`src/sv/cfy_pkg.sv`:
```
// Shared types and constants for the camera frame YUV 4:2:2 to RGB decoder.
// No dependencies; compiled first.
package cfy_pkg;

    localparam int unsigned MAX_RESULTS = 4;

    // BT.601 coefficients, 16-bit fraction
    localparam logic signed [31:0] K_CR   = 32'sd104635;
    localparam logic signed [31:0] K_CG_U = -32'sd25690;
    localparam logic signed [31:0] K_CG_V = -32'sd53294;
    localparam logic signed [31:0] K_CB   = 32'sd132278;
    localparam logic signed [31:0] K_LUMA = 32'sd76310;
    localparam logic signed [31:0] CLIP_HI = 32'sh00ffffff;
    localparam logic signed [31:0] CLIP_LO = 32'sh0000ffff;

    localparam logic [9:0] SAT10 = 10'd1023;

    typedef enum logic [2:0] {
        CFG_ROI_LEFT    = 3'd0,
        CFG_ROI_RIGHT   = 3'd1,
        CFG_ROI_TOP     = 3'd2,
        CFG_ROI_BOTTOM  = 3'd3,
        CFG_ROW_STEP    = 3'd4,
        CFG_COMPRESSED  = 3'd5,
        CFG_FRAME_BYTES = 3'd6,
        CFG_LINE_PITCH  = 3'd7
    } cfg_index_t;

    typedef enum logic [1:0] {
        KIND_PIXEL = 2'd0,
        KIND_DONE  = 2'd1,
        KIND_ERROR = 2'd2
    } kind_t;

    typedef enum logic [2:0] {
        ERR_NONE        = 3'd0,
        ERR_NO_HEADER   = 3'd1,
        ERR_LINE_LONG   = 3'd2,
        ERR_LEN_MISMATCH = 3'd3,
        ERR_COL_MISMATCH = 3'd4,
        ERR_LEN_MISUSE  = 3'd5
    } err_t;

    typedef enum logic [1:0] {
        PH_HDR_LO = 2'd0,
        PH_HDR_HI = 2'd1,
        PH_BODY   = 2'd2
    } phase_t;

    typedef struct packed {
        logic [9:0]  roi_left;
        logic [9:0]  roi_right;
        logic [9:0]  roi_top;
        logic [9:0]  roi_bottom;
        logic [1:0]  row_step;
        logic        compressed_mode;
        logic [19:0] frame_bytes;
        logic [12:0] line_pitch_words;
    } cfg_t;

    typedef struct packed {
        logic [1:0]  kind;
        logic [21:0] pixel_address;
        logic [23:0] pixel_color;
        logic [2:0]  error_code;
    } res_t;

    typedef struct packed {
        logic [2:0] count;
        res_t [MAX_RESULTS-1:0] items;
    } res_list_t;

endpackage

```
`src/sv/cfy_ifs.sv`:
```
// Channel interfaces: byte stream in, results out, configuration writes.
// No dependencies.
interface cfy_stream_if;
    logic       valid;
    logic       ready;
    logic [7:0] data_byte;
    logic       frame_start;
    modport source (output valid, data_byte, frame_start, input ready);
    modport sink   (input valid, data_byte, frame_start, output ready);
endinterface

interface cfy_result_if;
    logic        valid;
    logic        ready;
    logic [1:0]  kind;
    logic [21:0] pixel_address;
    logic [23:0] pixel_color;
    logic [2:0]  error_code;
    logic        last;
    modport source (output valid, kind, pixel_address, pixel_color, error_code, last,
                    input ready);
    modport sink   (input valid, kind, pixel_address, pixel_color, error_code, last,
                    output ready);
endinterface

interface cfy_cfg_if;
    logic        valid;
    logic        ready;
    logic [2:0]  index;
    logic [19:0] data;
    modport source (output valid, index, data, input ready);
    modport sink   (input valid, index, data, output ready);
endinterface

```
`src/sv/cfy_color.sv`:
```
// BT.601 YUV quad to two clipped RGB888 pixels, constant multipliers only.
// Depends on cfy_pkg.
module cfy_color (
    input  logic [23:0] quad_bytes,
    input  logic [7:0]  v_byte,
    output logic [23:0] color1,
    output logic [23:0] color2
);
    import cfy_pkg::*;

    function automatic logic [7:0] clip8(input logic signed [31:0] x);
        logic [7:0] r;
        if (x > CLIP_HI)
            r = 8'hff;
        else if (x <= CLIP_LO)
            r = 8'h00;
        else
            r = x[23:16];
        return r;
    endfunction

    logic signed [31:0] y1, u, y2, v;
    logic signed [31:0] cr, cg, cb, l1, l2;

    always_comb
    begin
        y1 = $signed({24'd0, quad_bytes[7:0]}) - 32'sd16;
        u  = $signed({24'd0, quad_bytes[15:8]}) - 32'sd128;
        y2 = $signed({24'd0, quad_bytes[23:16]}) - 32'sd16;
        v  = $signed({24'd0, v_byte}) - 32'sd128;
        cr = K_CR * v;
        cg = K_CG_U * u + K_CG_V * v;
        cb = K_CB * u;
        l1 = K_LUMA * y1;
        l2 = K_LUMA * y2;
        color1 = {clip8(cr + l1), clip8(cg + l1), clip8(cb + l1)};
        color2 = {clip8(cr + l2), clip8(cg + l2), clip8(cb + l2)};
    end

endmodule

```
`src/sv/cfy_parser.sv`:
```
// Frame parser: header, line body and end-of-line state, result list per byte.
// Depends on cfy_pkg and cfy_color.
module cfy_parser #(
    parameter int unsigned MAX_WIDTH  = 512,
    parameter int unsigned MAX_HEIGHT = 512
) (
    input  logic              clk,
    input  logic              rst_n,
    input  logic              step,
    input  logic [7:0]        data_byte,
    input  logic              frame_start,
    input  cfy_pkg::cfg_t     cfg,
    output cfy_pkg::res_list_t results
);
    import cfy_pkg::*;

    phase_t      phase_reg, phase_next;
    logic [15:0] line_left_reg, line_left_next;
    logic [19:0] frame_left_reg, frame_left_next;
    logic [9:0]  column_reg, column_next;
    logic [9:0]  row_reg, row_next;
    logic [23:0] held_reg, held_next;
    logic [1:0]  qcount_reg, qcount_next;
    logic        halted_reg, halted_next;

    logic [23:0] color1, color2;

    cfy_color u_color (
        .quad_bytes (held_reg),
        .v_byte     (data_byte),
        .color1     (color1),
        .color2     (color2)
    );

    function automatic logic [9:0] sat10(input logic [10:0] x);
        return (x > {1'b0, SAT10}) ? SAT10 : x[9:0];
    endfunction

    logic [22:0] row_base;
    logic [21:0] addr0, addr2;
    logic        single_en;
    res_t        single_res;
    logic [3:0]  pix_en;
    res_t [3:0]  pix_res;
    logic [15:0] len;
    logic signed [17:0] len_m1, roi_span2;
    logic        in_loop;
    logic [1:0]  step_rows;
    logic [10:0] col1;
    logic [10:0] row1;
    logic        col_ok0, col_ok1, row_ok0, row_ok1;
    logic [2:0]  cnt;

    always_comb
    begin
        row_base = 23'(row_reg * cfg.line_pitch_words);
        addr0 = 22'(row_base + 23'(column_reg));
        addr2 = addr0 + 22'(cfg.line_pitch_words);
        col1 = {1'b0, column_reg} + 11'd1;
        row1 = {1'b0, row_reg} + 11'd1;
        col_ok0 = {1'b0, column_reg} < 11'(MAX_WIDTH);
        col_ok1 = col1 < 11'(MAX_WIDTH);
        row_ok0 = {1'b0, row_reg} < 11'(MAX_HEIGHT);
        row_ok1 = row1 < 11'(MAX_HEIGHT);
        len = {data_byte, held_reg[7:0]};
        len_m1 = $signed({2'b00, len}) - 18'sd1;
        roi_span2 = ($signed({8'd0, cfg.roi_right}) - $signed({8'd0, cfg.roi_left})) <<< 1;
        step_rows = (cfg.row_step == 2'd0) ? 2'd1 : cfg.row_step;

        pix_res[0] = '{KIND_PIXEL, addr0, color1, ERR_NONE};
        pix_res[1] = '{KIND_PIXEL, addr0 + 22'd1, color2, ERR_NONE};
        pix_res[2] = '{KIND_PIXEL, addr2, color1, ERR_NONE};
        pix_res[3] = '{KIND_PIXEL, addr2 + 22'd1, color2, ERR_NONE};
        pix_en = '0;
        single_en = 1'b0;
        single_res = '{KIND_DONE, 22'd0, 24'd0, ERR_NONE};
        in_loop = 1'b0;

        phase_next = phase_reg;
        line_left_next = line_left_reg;
        frame_left_next = frame_left_reg;
        column_next = column_reg;
        row_next = row_reg;
        held_next = held_reg;
        qcount_next = qcount_reg;
        halted_next = halted_reg;

        if (frame_start)
        begin
            halted_next = 1'b0;
            row_next = cfg.roi_top;
            column_next = '0;
            frame_left_next = cfg.frame_bytes;
            line_left_next = '0;
            held_next = '0;
            qcount_next = '0;
            phase_next = PH_HDR_LO;
            if (cfg.roi_top >= cfg.roi_bottom)
            begin
                single_en = 1'b1;
                halted_next = 1'b1;
            end
        end

        // parsing state after a frame start equals the reset copies used below
        if (!halted_next)
        begin
            unique case (phase_next)
                PH_HDR_LO:
                begin
                    if (frame_left_next < 20'd2)
                    begin
                        single_en = 1'b1;
                        single_res = '{KIND_ERROR, 22'd0, 24'd0, ERR_NO_HEADER};
                        halted_next = 1'b1;
                    end
                    else
                    begin
                        frame_left_next = frame_left_next - 20'd2;
                        held_next = {16'd0, data_byte};
                        phase_next = PH_HDR_HI;
                    end
                end
                PH_HDR_HI:
                begin
                    if ({4'd0, len} > frame_left_reg)
                    begin
                        single_en = 1'b1;
                        single_res = '{KIND_ERROR, 22'd0, 24'd0, ERR_LINE_LONG};
                        halted_next = 1'b1;
                    end
                    else
                    begin
                        frame_left_next = frame_left_reg - {4'd0, len};
                        if (!cfg.compressed_mode && len_m1 != roi_span2)
                        begin
                            single_en = 1'b1;
                            single_res = '{KIND_ERROR, 22'd0, 24'd0, ERR_LEN_MISMATCH};
                            halted_next = 1'b1;
                        end
                        else
                        begin
                            line_left_next = len;
                            column_next = cfg.roi_left;
                            held_next = '0;
                            qcount_next = '0;
                            phase_next = PH_BODY;
                        end
                    end
                end
                PH_BODY:
                begin
                    if (qcount_reg != 2'd0)
                    begin
                        line_left_next = line_left_reg - 16'd1;
                        if (qcount_reg == 2'd3)
                        begin
                            qcount_next = '0;
                            pix_en[0] = col_ok0 && row_ok0;
                            pix_en[1] = col_ok1 && row_ok0;
                            pix_en[2] = (cfg.row_step == 2'd2) && col_ok0 && row_ok1;
                            pix_en[3] = (cfg.row_step == 2'd2) && col_ok1 && row_ok1;
                            column_next = sat10({1'b0, column_reg} + 11'd2);
                        end
                        else
                        begin
                            if (qcount_reg == 2'd1)
                                held_next[15:8] = data_byte;
                            else
                                held_next[23:16] = data_byte;
                            qcount_next = qcount_reg + 2'd1;
                        end
                    end
                    else
                    begin
                        in_loop = (column_reg < cfg.roi_right) &&
                                  !(cfg.compressed_mode && line_left_reg == 16'd0);
                        if (!in_loop)
                        begin
                            if (cfg.compressed_mode && column_reg != cfg.roi_right)
                            begin
                                single_en = 1'b1;
                                single_res = '{KIND_ERROR, 22'd0, 24'd0, ERR_COL_MISMATCH};
                                halted_next = 1'b1;
                            end
                            else if (cfg.compressed_mode && line_left_reg != 16'd1)
                            begin
                                single_en = 1'b1;
                                single_res = '{KIND_ERROR, 22'd0, 24'd0, ERR_LEN_MISUSE};
                                halted_next = 1'b1;
                            end
                            else
                            begin
                                line_left_next = '0;
                                row_next = sat10({1'b0, row_reg} + {9'd0, step_rows});
                                phase_next = PH_HDR_LO;
                                if (row_next >= cfg.roi_bottom)
                                begin
                                    single_en = 1'b1;
                                    halted_next = 1'b1;
                                end
                            end
                        end
                        else if (cfg.compressed_mode && data_byte[0])
                        begin
                            // skip byte
                            column_next = sat10({1'b0, column_reg} + {4'd0, data_byte[7:1]});
                            line_left_next = line_left_reg - 16'd1;
                        end
                        else if (line_left_reg < 16'd4)
                        begin
                            single_en = 1'b1;
                            single_res = '{KIND_ERROR, 22'd0, 24'd0, ERR_LEN_MISUSE};
                            halted_next = 1'b1;
                        end
                        else
                        begin
                            held_next = {16'd0, data_byte};
                            qcount_next = 2'd1;
                            line_left_next = line_left_reg - 16'd1;
                        end
                    end
                end
                default:
                begin
                    phase_next = PH_HDR_LO;
                end
            endcase
        end

        results.items = '0;
        cnt = '0;
        if (single_en)
        begin
            results.items[0] = single_res;
            cnt = 3'd1;
        end
        else
        begin
            for (int i = 0; i < 4; i++)
            begin
                if (pix_en[i])
                begin
                    results.items[cnt[1:0]] = pix_res[i];
                    cnt = cnt + 3'd1;
                end
            end
        end
        results.count = cnt;
    end

    always_ff @(posedge clk or negedge rst_n)
    begin
        if (!rst_n)
        begin
            phase_reg <= PH_HDR_LO;
            line_left_reg <= '0;
            frame_left_reg <= '0;
            column_reg <= '0;
            row_reg <= '0;
            held_reg <= '0;
            qcount_reg <= '0;
            halted_reg <= 1'b1;
        end
        else if (step)
        begin
            phase_reg <= phase_next;
            line_left_reg <= line_left_next;
            frame_left_reg <= frame_left_next;
            column_reg <= column_next;
            row_reg <= row_next;
            held_reg <= held_next;
            qcount_reg <= qcount_next;
            halted_reg <= halted_next;
        end
    end

endmodule

```
`src/sv/camera_frame_yuv422_to_rgb_decoder_core.sv`:
```
// Top level: configuration registers, input byte register, parser, result buffer.
// Depends on cfy_pkg, cfy_ifs, cfy_parser.
//
//  channel  | dir | handshake     | payload
//  stream   | in  | valid/ready   | data_byte, frame_start
//  result   | out | valid/ready   | kind, pixel_address, pixel_color, error_code, last
//  cfg      | in  | valid/ready   | index, data (always ready)
//
// One byte per cycle is taken while each byte yields at most one result and the result
// port is ready; a byte that yields more results holds the stream until the single result port has sent them all.
// An accepted byte passes the input register, then the result buffer, before its first result.
// Reset leaves the parser halted until a byte with frame_start.
// A stalled result port holds the buffer; the input register then holds its byte.
module camera_frame_yuv422_to_rgb_decoder_core #(
    parameter int unsigned MAX_WIDTH  = 512,
    parameter int unsigned MAX_HEIGHT = 512
) (
    input  logic   clk,
    input  logic   rst_n,
    cfy_stream_if.sink   stream,
    cfy_result_if.source result,
    cfy_cfg_if.sink      cfg
);
    import cfy_pkg::*;

    cfg_t cfg_reg;

    assign cfg.ready = 1'b1;

    always_ff @(posedge clk or negedge rst_n)
    begin
        if (!rst_n)
        begin
            cfg_reg <= '{10'd0, 10'd352, 10'd0, 10'd288, 2'd1, 1'b0, 20'd0, 13'd512};
        end
        else if (cfg.valid)
        begin
            unique case (cfg_index_t'(cfg.index))
                CFG_ROI_LEFT:    cfg_reg.roi_left <= cfg.data[9:0];
                CFG_ROI_RIGHT:   cfg_reg.roi_right <= cfg.data[9:0];
                CFG_ROI_TOP:     cfg_reg.roi_top <= cfg.data[9:0];
                CFG_ROI_BOTTOM:  cfg_reg.roi_bottom <= cfg.data[9:0];
                CFG_ROW_STEP:    cfg_reg.row_step <= cfg.data[1:0];
                CFG_COMPRESSED:  cfg_reg.compressed_mode <= cfg.data[0];
                CFG_FRAME_BYTES: cfg_reg.frame_bytes <= cfg.data;
                CFG_LINE_PITCH:  cfg_reg.line_pitch_words <= cfg.data[12:0];
                default:         cfg_reg <= cfg_reg;
            endcase
        end
    end

    // input register
    logic       in_valid_reg;
    logic [7:0] byte_reg;
    logic       fs_reg;

    // result buffer
    res_t [MAX_RESULTS-1:0] buf_reg;
    logic [2:0] count_reg;
    logic [1:0] index_reg;

    logic out_fire, out_last, buf_free, step;
    res_list_t results;

    assign out_last = ({1'b0, index_reg} + 3'd1) == count_reg;
    assign out_fire = result.valid && result.ready;
    assign buf_free = (count_reg == 3'd0) || (out_fire && out_last);
    assign step = in_valid_reg && buf_free;
    assign stream.ready = !in_valid_reg || step;

    always_ff @(posedge clk or negedge rst_n)
    begin
        if (!rst_n)
        begin
            in_valid_reg <= 1'b0;
        end
        else if (stream.ready)
        begin
            in_valid_reg <= stream.valid;
        end
    end

    always_ff @(posedge clk)
    begin
        if (stream.ready && stream.valid)
        begin
            byte_reg <= stream.data_byte;
            fs_reg <= stream.frame_start;
        end
        if (step)
        begin
            buf_reg <= results.items;
        end
    end

    cfy_parser #(
        .MAX_WIDTH  (MAX_WIDTH),
        .MAX_HEIGHT (MAX_HEIGHT)
    ) u_parser (
        .clk         (clk),
        .rst_n       (rst_n),
        .step        (step),
        .data_byte   (byte_reg),
        .frame_start (fs_reg),
        .cfg         (cfg_reg),
        .results     (results)
    );

    always_ff @(posedge clk or negedge rst_n)
    begin
        if (!rst_n)
        begin
            count_reg <= '0;
            index_reg <= '0;
        end
        else if (step)
        begin
            count_reg <= results.count;
            index_reg <= '0;
        end
        else if (out_fire)
        begin
            if (out_last)
            begin
                count_reg <= '0;
                index_reg <= '0;
            end
            else
            begin
                index_reg <= index_reg + 2'd1;
            end
        end
    end

    assign result.valid = count_reg != 3'd0;
    assign result.kind = buf_reg[index_reg].kind;
    assign result.pixel_address = buf_reg[index_reg].pixel_address;
    assign result.pixel_color = buf_reg[index_reg].pixel_color;
    assign result.error_code = buf_reg[index_reg].error_code;
    assign result.last = out_last;

    a_index_in_range: assert property (@(posedge clk) disable iff (!rst_n)
        count_reg != 3'd0 |-> {1'b0, index_reg} < count_reg)
        else $error("result index beyond buffered count");

    a_no_overwrite: assert property (@(posedge clk) disable iff (!rst_n)
        step |-> count_reg == 3'd0 || (out_fire && out_last))
        else $error("result buffer overwritten");

    a_pixel_no_error: assert property (@(posedge clk) disable iff (!rst_n)
        result.valid && result.kind != KIND_PIXEL
            |-> result.pixel_address == 22'd0 && result.pixel_color == 24'd0)
        else $error("non-pixel result carries pixel payload");

endmodule
```
`src/flat_wrapper.sv`:
```
// flat-port wrapper written by rule: the top's interface ports become plain ports
module camera_frame_yuv422_to_rgb_decoder_core_flat import cfy_pkg::*;
#(
    parameter int unsigned MAX_WIDTH  = 512,
    parameter int unsigned MAX_HEIGHT = 512
)
  (clk, rst_n, stream_valid, stream_data_byte, stream_frame_start, stream_ready, result_valid, result_kind, result_pixel_address, result_pixel_color, result_error_code, result_last, result_ready, cfg_valid, cfg_index, cfg_data, cfg_ready);
  cfy_stream_if stream_i ();
  cfy_result_if result_i ();
  cfy_cfg_if cfg_i ();
  input  logic clk;
  input  logic rst_n;
  input wire logic [$bits(stream_i.valid)-1:0] stream_valid;
  input wire logic [$bits(stream_i.data_byte)-1:0] stream_data_byte;
  input wire logic [$bits(stream_i.frame_start)-1:0] stream_frame_start;
  output wire logic [$bits(stream_i.ready)-1:0] stream_ready;
  output wire logic [$bits(result_i.valid)-1:0] result_valid;
  output wire logic [$bits(result_i.kind)-1:0] result_kind;
  output wire logic [$bits(result_i.pixel_address)-1:0] result_pixel_address;
  output wire logic [$bits(result_i.pixel_color)-1:0] result_pixel_color;
  output wire logic [$bits(result_i.error_code)-1:0] result_error_code;
  output wire logic [$bits(result_i.last)-1:0] result_last;
  input wire logic [$bits(result_i.ready)-1:0] result_ready;
  input wire logic [$bits(cfg_i.valid)-1:0] cfg_valid;
  input wire logic [$bits(cfg_i.index)-1:0] cfg_index;
  input wire logic [$bits(cfg_i.data)-1:0] cfg_data;
  output wire logic [$bits(cfg_i.ready)-1:0] cfg_ready;
  assign stream_i.valid = stream_valid;
  assign stream_i.data_byte = stream_data_byte;
  assign stream_i.frame_start = stream_frame_start;
  assign stream_ready = stream_i.ready;
  assign result_valid = result_i.valid;
  assign result_kind = result_i.kind;
  assign result_pixel_address = result_i.pixel_address;
  assign result_pixel_color = result_i.pixel_color;
  assign result_error_code = result_i.error_code;
  assign result_last = result_i.last;
  assign result_i.ready = result_ready;
  assign cfg_i.valid = cfg_valid;
  assign cfg_i.index = cfg_index;
  assign cfg_i.data = cfg_data;
  assign cfg_ready = cfg_i.ready;
  camera_frame_yuv422_to_rgb_decoder_core #(.MAX_WIDTH(MAX_WIDTH), .MAX_HEIGHT(MAX_HEIGHT)) u_core (.clk(clk), .rst_n(rst_n), .stream(stream_i), .result(result_i), .cfg(cfg_i));
endmodule
```
`config.mk`:
```
export PLATFORM = sky130hd
export DESIGN_NAME = camera_frame_yuv422_to_rgb_decoder_core_flat
export DESIGN_NICKNAME = d
export VERILOG_FILES = /design/src/sv/cfy_pkg.sv /design/src/sv/cfy_ifs.sv /design/src/sv/cfy_color.sv /design/src/sv/cfy_parser.sv /design/src/sv/camera_frame_yuv422_to_rgb_decoder_core.sv /design/src/flat_wrapper.sv
export SDC_FILE = /design/constraint.sdc
export NUM_CORES = 2
export LEC_CHECK = 0
export ABC_AREA = 1
export BUFFER_PORTS_ARGS = -buffer_cell sky130_fd_sc_hd__buf_2
export CAP_MARGIN = 20
export CORE_ASPECT_RATIO = 0.5
export CORE_MARGIN = 5
export CORE_UTILIZATION = 55
export CTS_CLUSTER_DIAMETER = 40
export DETAILED_ROUTE_END_ITERATION = 10
export PLACE_DENSITY = 0.79
export SLEW_MARGIN = 10
export SYNTH_ARGS = -nofsm -noshare
export SYNTH_HDL_FRONTEND = slang
export SYNTH_SLANG_ARGS = --single-unit
```
`constraint.sdc`:
```
create_clock -name clk -period 10.7 [get_ports clk]
set_input_delay 1.07 -clock clk [delete_from_list [all_inputs] [get_ports clk]]
set_output_delay 1.07 -clock clk [all_outputs]
set_load 0.01 [all_outputs]
```
# == Yosys cells after proc, flatten, opt, wreduce, memory -nomap -nowiden ==
# Index checks and enable logic that the tools add are counted.
# word_totals
ff_bits,380
inputBits,37
output_inout_bits,55
# op_classes
reduce_logical,42
muxes,157
add_sub_neg,31
order_cmp,32
mul,7
eq_ne,16
# ops
cell,n
two-way mux 204 bit,5
two-way mux 51 bit,16
bitwise mux 204 bit,3
demux 51 bit (select 2 bit),3
adder 32 bit,7
> comparator 32 x 25 -> 1 bit (second input constant),6
less-or-equal comparator 32 x 17 -> 1 bit (second input constant),6
two-way mux 16 bit,12
two-way mux 24 bit,8
two-way mux 10 bit,18
case mux 51 bit (3 select lines),1
two-way mux 8 bit,15
binary-select mux 51 bit (select 2 bit),1
two-way mux 20 bit,4
case mux 24 bit (3 select lines),1
multiplier 17 x 32 -> 31 bit (first input constant),2
two-way mux 49 bit,1
adder 22 x 1 -> 22 bit (second input constant),2
two-way mux 2 bit,22
case mux 20 bit (2 select lines),1
> comparator 11 x 10 -> 1 bit (second input constant),3
multiplier 15 x 32 -> 31 bit (first input constant),1
multiplier 16 x 32 -> 31 bit (first input constant),1
multiplier 18 x 32 -> 31 bit (first input constant),1
other kinds (53),145

# == Longest topological paths before layout ==
# depth
word_depth,27
depth_mapped,52

# == Cells and area by module ==
# From an unflattened synthesis, not the netlist that was laid out.
# hier_totals
hier_cells,8904
area_unflattened_um2,62321.0
# by_module_without_submodules
mod,cells_per_inst,n_inst,area_per_inst_um2,seq_area_each_um2
cfy_color,4210,1,28361.0,0.0
cfy_parser,3870,1,22967.0,2128.3
camera_frame_yuv422_to_rgb_decoder_core,824,1,10993.0,8456.9

# == Worst setup path after synthesis ==
# No wires, ideal clock.
# synth_path
path_type,register to register
startpoint,reg u_core.u_parser.held_reg[15]
endpoint,"reg u_core.buf_reg[113] (netlist bit), data pin"
arrival_ns,8.112
setup_slack_ns,2.332
path_stages_with_launch,50
setup_time_ns,0.255
t_required_ns,10.445
path_buffers,1
synth_period_minus_slack_ns,8.368
cell_sequence,dfrtp_1 -> clkbuf_1 -> inv_1 -> ha_1 -> inv_1 -> ha_1 -> fa_1 -> inv_1 -> fa_1 -> fa_1 -> inv_1 -> ha_1 -> a21oi_1 -> nand2_1 -> nand2_1 -> nand2_1 -> nand2_1 -> nand2_1 -> [14 not listed] -> xor2_1 -> ha_1 -> nand2_1 -> nor2_1 -> inv_1 -> nor2_1 -> inv_1 -> nor2_1 -> nor4_1 -> nand2_1 -> nand2_1 -> nand2_1 -> nor2_1 -> nand4_1 -> nand2_1 -> nand2_1 -> nand2_1 -> a21oi_2
# synth_between
elab_chain_cells,15
word_cells_on_any_way,21
# synth_rtl
element,line_no,rtl
start: declaration,cfy_parser.sv:22,"logic [23:0] held_reg, held_next;"
start signal: assignment,cfy_parser.sv:272,held_reg <= held_next;
subtractor 8 x 8 -> 9 bit (*),cfy_color.sv:28,"u = $signed({24'd0, quad_bytes[15:8]}) - 32'sd128;"
multiplier 15 x 32 -> 31 bit (*),cfy_color.sv:32,cg = K_CG_U * u + K_CG_V * v;
adder 32 bit (*),cfy_color.sv:32,
adder 32 bit,cfy_color.sv:37,"color2 = {clip8(cr + l2), clip8(cg + l2), clip8(cb + l2)};"
less-or-equal comparator 32 x 17 -> 1 bit,cfy_color.sv:15,else if (x <= CLIP_LO)
two-way mux 8 bit,cfy_color.sv:15,
two-way mux 8 bit,cfy_color.sv:13,if (x > CLIP_HI)
bitwise mux 204 bit,cfy_parser.sv:244,results.items[cnt[1:0]] = pix_res[i];
two-way mux 204 bit,cfy_parser.sv:242,if (pix_en[i])
two-way mux 204 bit,cfy_parser.sv:233,if (single_en)
bitwise mux 204 bit,cfy_parser.sv:244,
two-way mux 204 bit,cfy_parser.sv:242,
two-way mux 204 bit,cfy_parser.sv:233,
bitwise mux 204 bit,cfy_parser.sv:244,
two-way mux 204 bit (*),cfy_parser.sv:242,
end signal: assignment,camera_frame_yuv422_to_rgb_decoder_core.sv:92,buf_reg <= results.items;
end: declaration,camera_frame_yuv422_to_rgb_decoder_core.sv:58,res_t [MAX_RESULTS-1:0] buf_reg;
# Mark *: on every way between the ends. The rest lies on a longest branch, timed or not. The select of a mux whose other input is x is not followed.
# A chain may end at the register's enable or synchronous reset.

# == Worst setup path after layout ==
# layout_path
startpoint,reg u_core.byte_reg[4]
endpoint,"reg u_core.buf_reg[117] (netlist bit), data pin"
# layout_between
elab_chain_cells,15
word_cells_on_any_way,29
# layout_rtl
element,line_no,rtl
start: declaration,camera_frame_yuv422_to_rgb_decoder_core.sv:54,logic [7:0] byte_reg;
start signal: assignment,camera_frame_yuv422_to_rgb_decoder_core.sv:87,byte_reg <= stream.data_byte;
subtractor 8 x 8 -> 9 bit,cfy_color.sv:30,"v = $signed({24'd0, v_byte}) - 32'sd128;"
multiplier 16 x 32 -> 31 bit,cfy_color.sv:32,
adder 32 bit,cfy_color.sv:32,
adder 32 bit,cfy_color.sv:37,
less-or-equal comparator 32 x 17 -> 1 bit,cfy_color.sv:15,
two-way mux 8 bit,cfy_color.sv:15,
two-way mux 8 bit,cfy_color.sv:13,
bitwise mux 204 bit,cfy_parser.sv:244,
two-way mux 204 bit,cfy_parser.sv:242,
two-way mux 204 bit,cfy_parser.sv:233,
bitwise mux 204 bit,cfy_parser.sv:244,
two-way mux 204 bit,cfy_parser.sv:242,
two-way mux 204 bit,cfy_parser.sv:233,
bitwise mux 204 bit,cfy_parser.sv:244,
two-way mux 204 bit,cfy_parser.sv:242,
# Several ways; a longest one is shown, not always the timed one. The select of a mux whose other input is x is not followed.

==> flow_summary.json <==
{
  "outcome": "finished clean",
  "cts_setup_buffers": 0,
  "grt_use_total_pct": 34.58,
  "core_area_sq_mm": 0.1098,
  "final_max_slew_viol_count": 0,
  "drtAntennaViolNets": 0,
  "largest_reg_flops": 189,
  "cts-root-buf": "clkbuf_16",
  "grtUsageMet1_pct": 49.13,
  "grt_pass1_vias": 56303,
  "postCtsHoldBufs": 0,
  "hp-class": "in2async",
  "arrival_ns": 10.27,
  "finalHoldViolCount": 0,
  "period_share_pct": 92.98,
  "synth_warnings": 0,
  "place_congestion": 1.048,
  "skew_ns": 0.07108,
  "rsz0062_at_grt": "no",
  "maxCapViolations": 0,
  "htreeDepth": 2,
  "ys_seq_area_share_pct": 16.71,
  "grt_max_degree": 120,
  "synth.net_count": 9902,
  "area_growth_pct": 6.043,
  "final_common_cell": "nand2_1",
  "numClockSinks": 365,
  "final_cell_mix": "1967 x nand2_1, 1303 x inv_1, 872 x ha_1",
  "synthArstFlopShare_pct": 45.75,
  "slowest_stage": "fa_1",
  "synth_cell_types": 75,
  "drc": 0,
  "synth_edf_count": 198,
  "antenna_found_initial": 6,
  "slowest_delay_ns": 0.55,
  "synthesis.instances": 8702,
  "gr-usage-met2_pct": 52.67,
  "ys_seq_elements": 365,
  "synth_top_flop_cell": "edfxtp_1",
  "use_met3_pct": 6.816,
  "start_util_pct": 55.25,
  "finalSetupViolCount": 0,
  "grt_busiest_layer": "met2",
  "netlist_area_sq_mm": 0.06064,
  "ios": 92,
  "clk_latency_ns": 0.68,
  "tritoncts": "done",
  "post-dp-hpwl_um": 170400,
  "die_h_um": 244.8,
  "dieArea_sq_mm": 0.1174,
  "required_ns": 11.02,
  "setup.worst_path.start_class": "flip-flop",
  "portBuffers": 90,
  "drive_gt1_share_pct": 5.190,
  "grt_overflow": 0,
  "rows": 86,
  "clk_pin_slew_ns": 0.07,
  "first_pass_iters": 7,
  "n_antenna_cell": 0,
  "cts_resized": 0,
  "relSlewSlack_pct": 22.18,
  "grt_pass1_wl_um": 320300,
  "numCtsBuffers": 52,
  "path_max_fanout": 9,
  "whs_ns": 0.3096,
  "syn_avg_cell_area_sq_um": 6.969,
  "vias": 60495,
  "die_width_um": 479.6,
  "wl_per_cell_um": 20.60,
  "crit_top_cell": "nand2_1",
  "vias_per_cell": 5.931,
  "cts_buffer_depth": 3,
  "endpoint_kind": "flip-flop",
  "setup_tns_ns": 0,
  "drt_iter0_drc": 6511,
  "crit_type": "reg2reg",
  "post-route-min-period_ns": 9.949,
  "worst_slew_pin_slew_ns": 1.163,
  "fmax_ghz": 0.1005,
  "wl_um": 210100,
  "nNetsFinal": 9906
}
==> cell usage after synthesis, types with 14 or more instances <==
| cell type | count | share of area, % |
|---|---|---|
| a21o_1 | 53 | 0.66 |
| o22ai_1 | 83 | 0.86 |
| ha_1 | 872 | 18 |
| a21boi_0 | 19 | 0.24 |
| dfrtp_1 | 159 | 6.6 |
| xnor2_1 | 103 | 1.5 |
| inv_1 | 1306 | 8.1 |
| clkbuf_1 | 152 | 0.94 |
| nand2_1 | 1968 | 12 |
| a21oi_1 | 607 | 5.0 |
| buf_6 | 14 | 0.26 |
| nand3b_1 | 15 | 0.19 |
| buf_2 | 30 | 0.25 |
| edfxtp_1 | 198 | 9.8 |
| o31ai_1 | 15 | 0.19 |
| nand3_1 | 389 | 3.2 |
| nand4_1 | 145 | 1.5 |
| o211ai_1 | 67 | 0.83 |
| a22oi_1 | 40 | 0.50 |
| o21ai_1 | 31 | 0.26 |
| inv_2 | 24 | 0.15 |
| o21bai_1 | 30 | 0.37 |
| o21a_1 | 14 | 0.17 |
| a21oi_2 | 62 | 0.90 |
| a31oi_1 | 62 | 0.64 |
| nor4_1 | 17 | 0.18 |
| or2_1 | 16 | 0.17 |
| nor3_1 | 83 | 0.69 |
| fa_1 | 291 | 9.6 |
| o221ai_1 | 25 | 0.36 |
| xor2_1 | 222 | 3.2 |
| o21ai_0 | 537 | 4.4 |
| nor2_1 | 865 | 5.4 |
==> per-layer routing <==
metal / vias up / wire length [um]
met1: 28250 / 90880
met2: 3014 / 89000
met4: 2 / 7661
li1: 28787 / -
met3: 442 / 22510
met5: - / 13
==> path summary, 6_finish.rpt <==
check	startpoint	end	cells after the start	slack [ns]
worst min register to register	u_core.cfg_reg[14]	u_core.cfg_reg[14]	2	0.48
max in group asynchronous	rst_n	u_core.u_parser.frame_left_reg[15]	3	8.19
min in group clk	u_core.cfg_reg[14]	u_core.cfg_reg[14]	2	0.48
worst min-delay path	rst_n	u_core.cfg_reg[15]	1	0.31
worst max-delay path	u_core.byte_reg[4]	u_core.buf_reg[117]	47	0.75
worst max register to register	u_core.byte_reg[4]	u_core.buf_reg[117]	47	0.75
==> per-stage QoR <==
stage                     utilization, %  instance area, sq um  worst slack, ns  std cells
after global placement             56.98                 62540            1.193      10103
final                              58.59                 64310           0.7512      10200
after floorplan                        -                 60640            2.332       8702
after CTS                          58.58                 64290           0.9091      10199
after detailed placement           56.98                 62540            1.008      10103
after global routing               58.59                 64310          0.08600      10200
==> cells by family (layout without fill, tap and decap cells) <==
logic type | count (synthesis) | count (layout) | share of synthesized area [%]
multiplexers | 8 | 8 | 0.1465
adder cells (fa/ha/maj) | 1163 | 1163 | 27.60
XOR/XNOR | 335 | 335 | 4.981
AND/OR/NAND/NOR | 3588 | 3588 | 24.62
AO/OA/AOI/OAI | 1690 | 1690 | 16.03
flip-flops | 365 | 365 | 16.71
buffers and inverters | 1552 | 1598 | 9.910
other | 1 | 1 | 0.006184
==> layout make-up <==
| class | instances | area, sq um |
|---|---|---|
| inverters | 1337 | 5026 |
| multi-input cells | 6785 | 44540 |
| repair buffers | 165 | 1040 |
| clock inverters | 37 | 404.1 |
| clock buffers | 59 | 1348 |
| flip-flops and latches | 365 | 10140 |
| well taps | 1452 | 1817 |
| fillers | 10262 | 45450 |
==> critical path, delay by kind of cell (launching register included) <==
kind / cells / cell delay, ns
compound gates: 5 / 0.80
xor+xnor: 2 / 0.54
fa+ha+maj: 8 / 3.23
buf+inv: 5 / 0.99
flops: 1 / 0.39
simple gates: 27 / 3.62
Power is not shown: default switching activity piles up to over one toggle a cycle in this logic, so the estimate is an artifact.
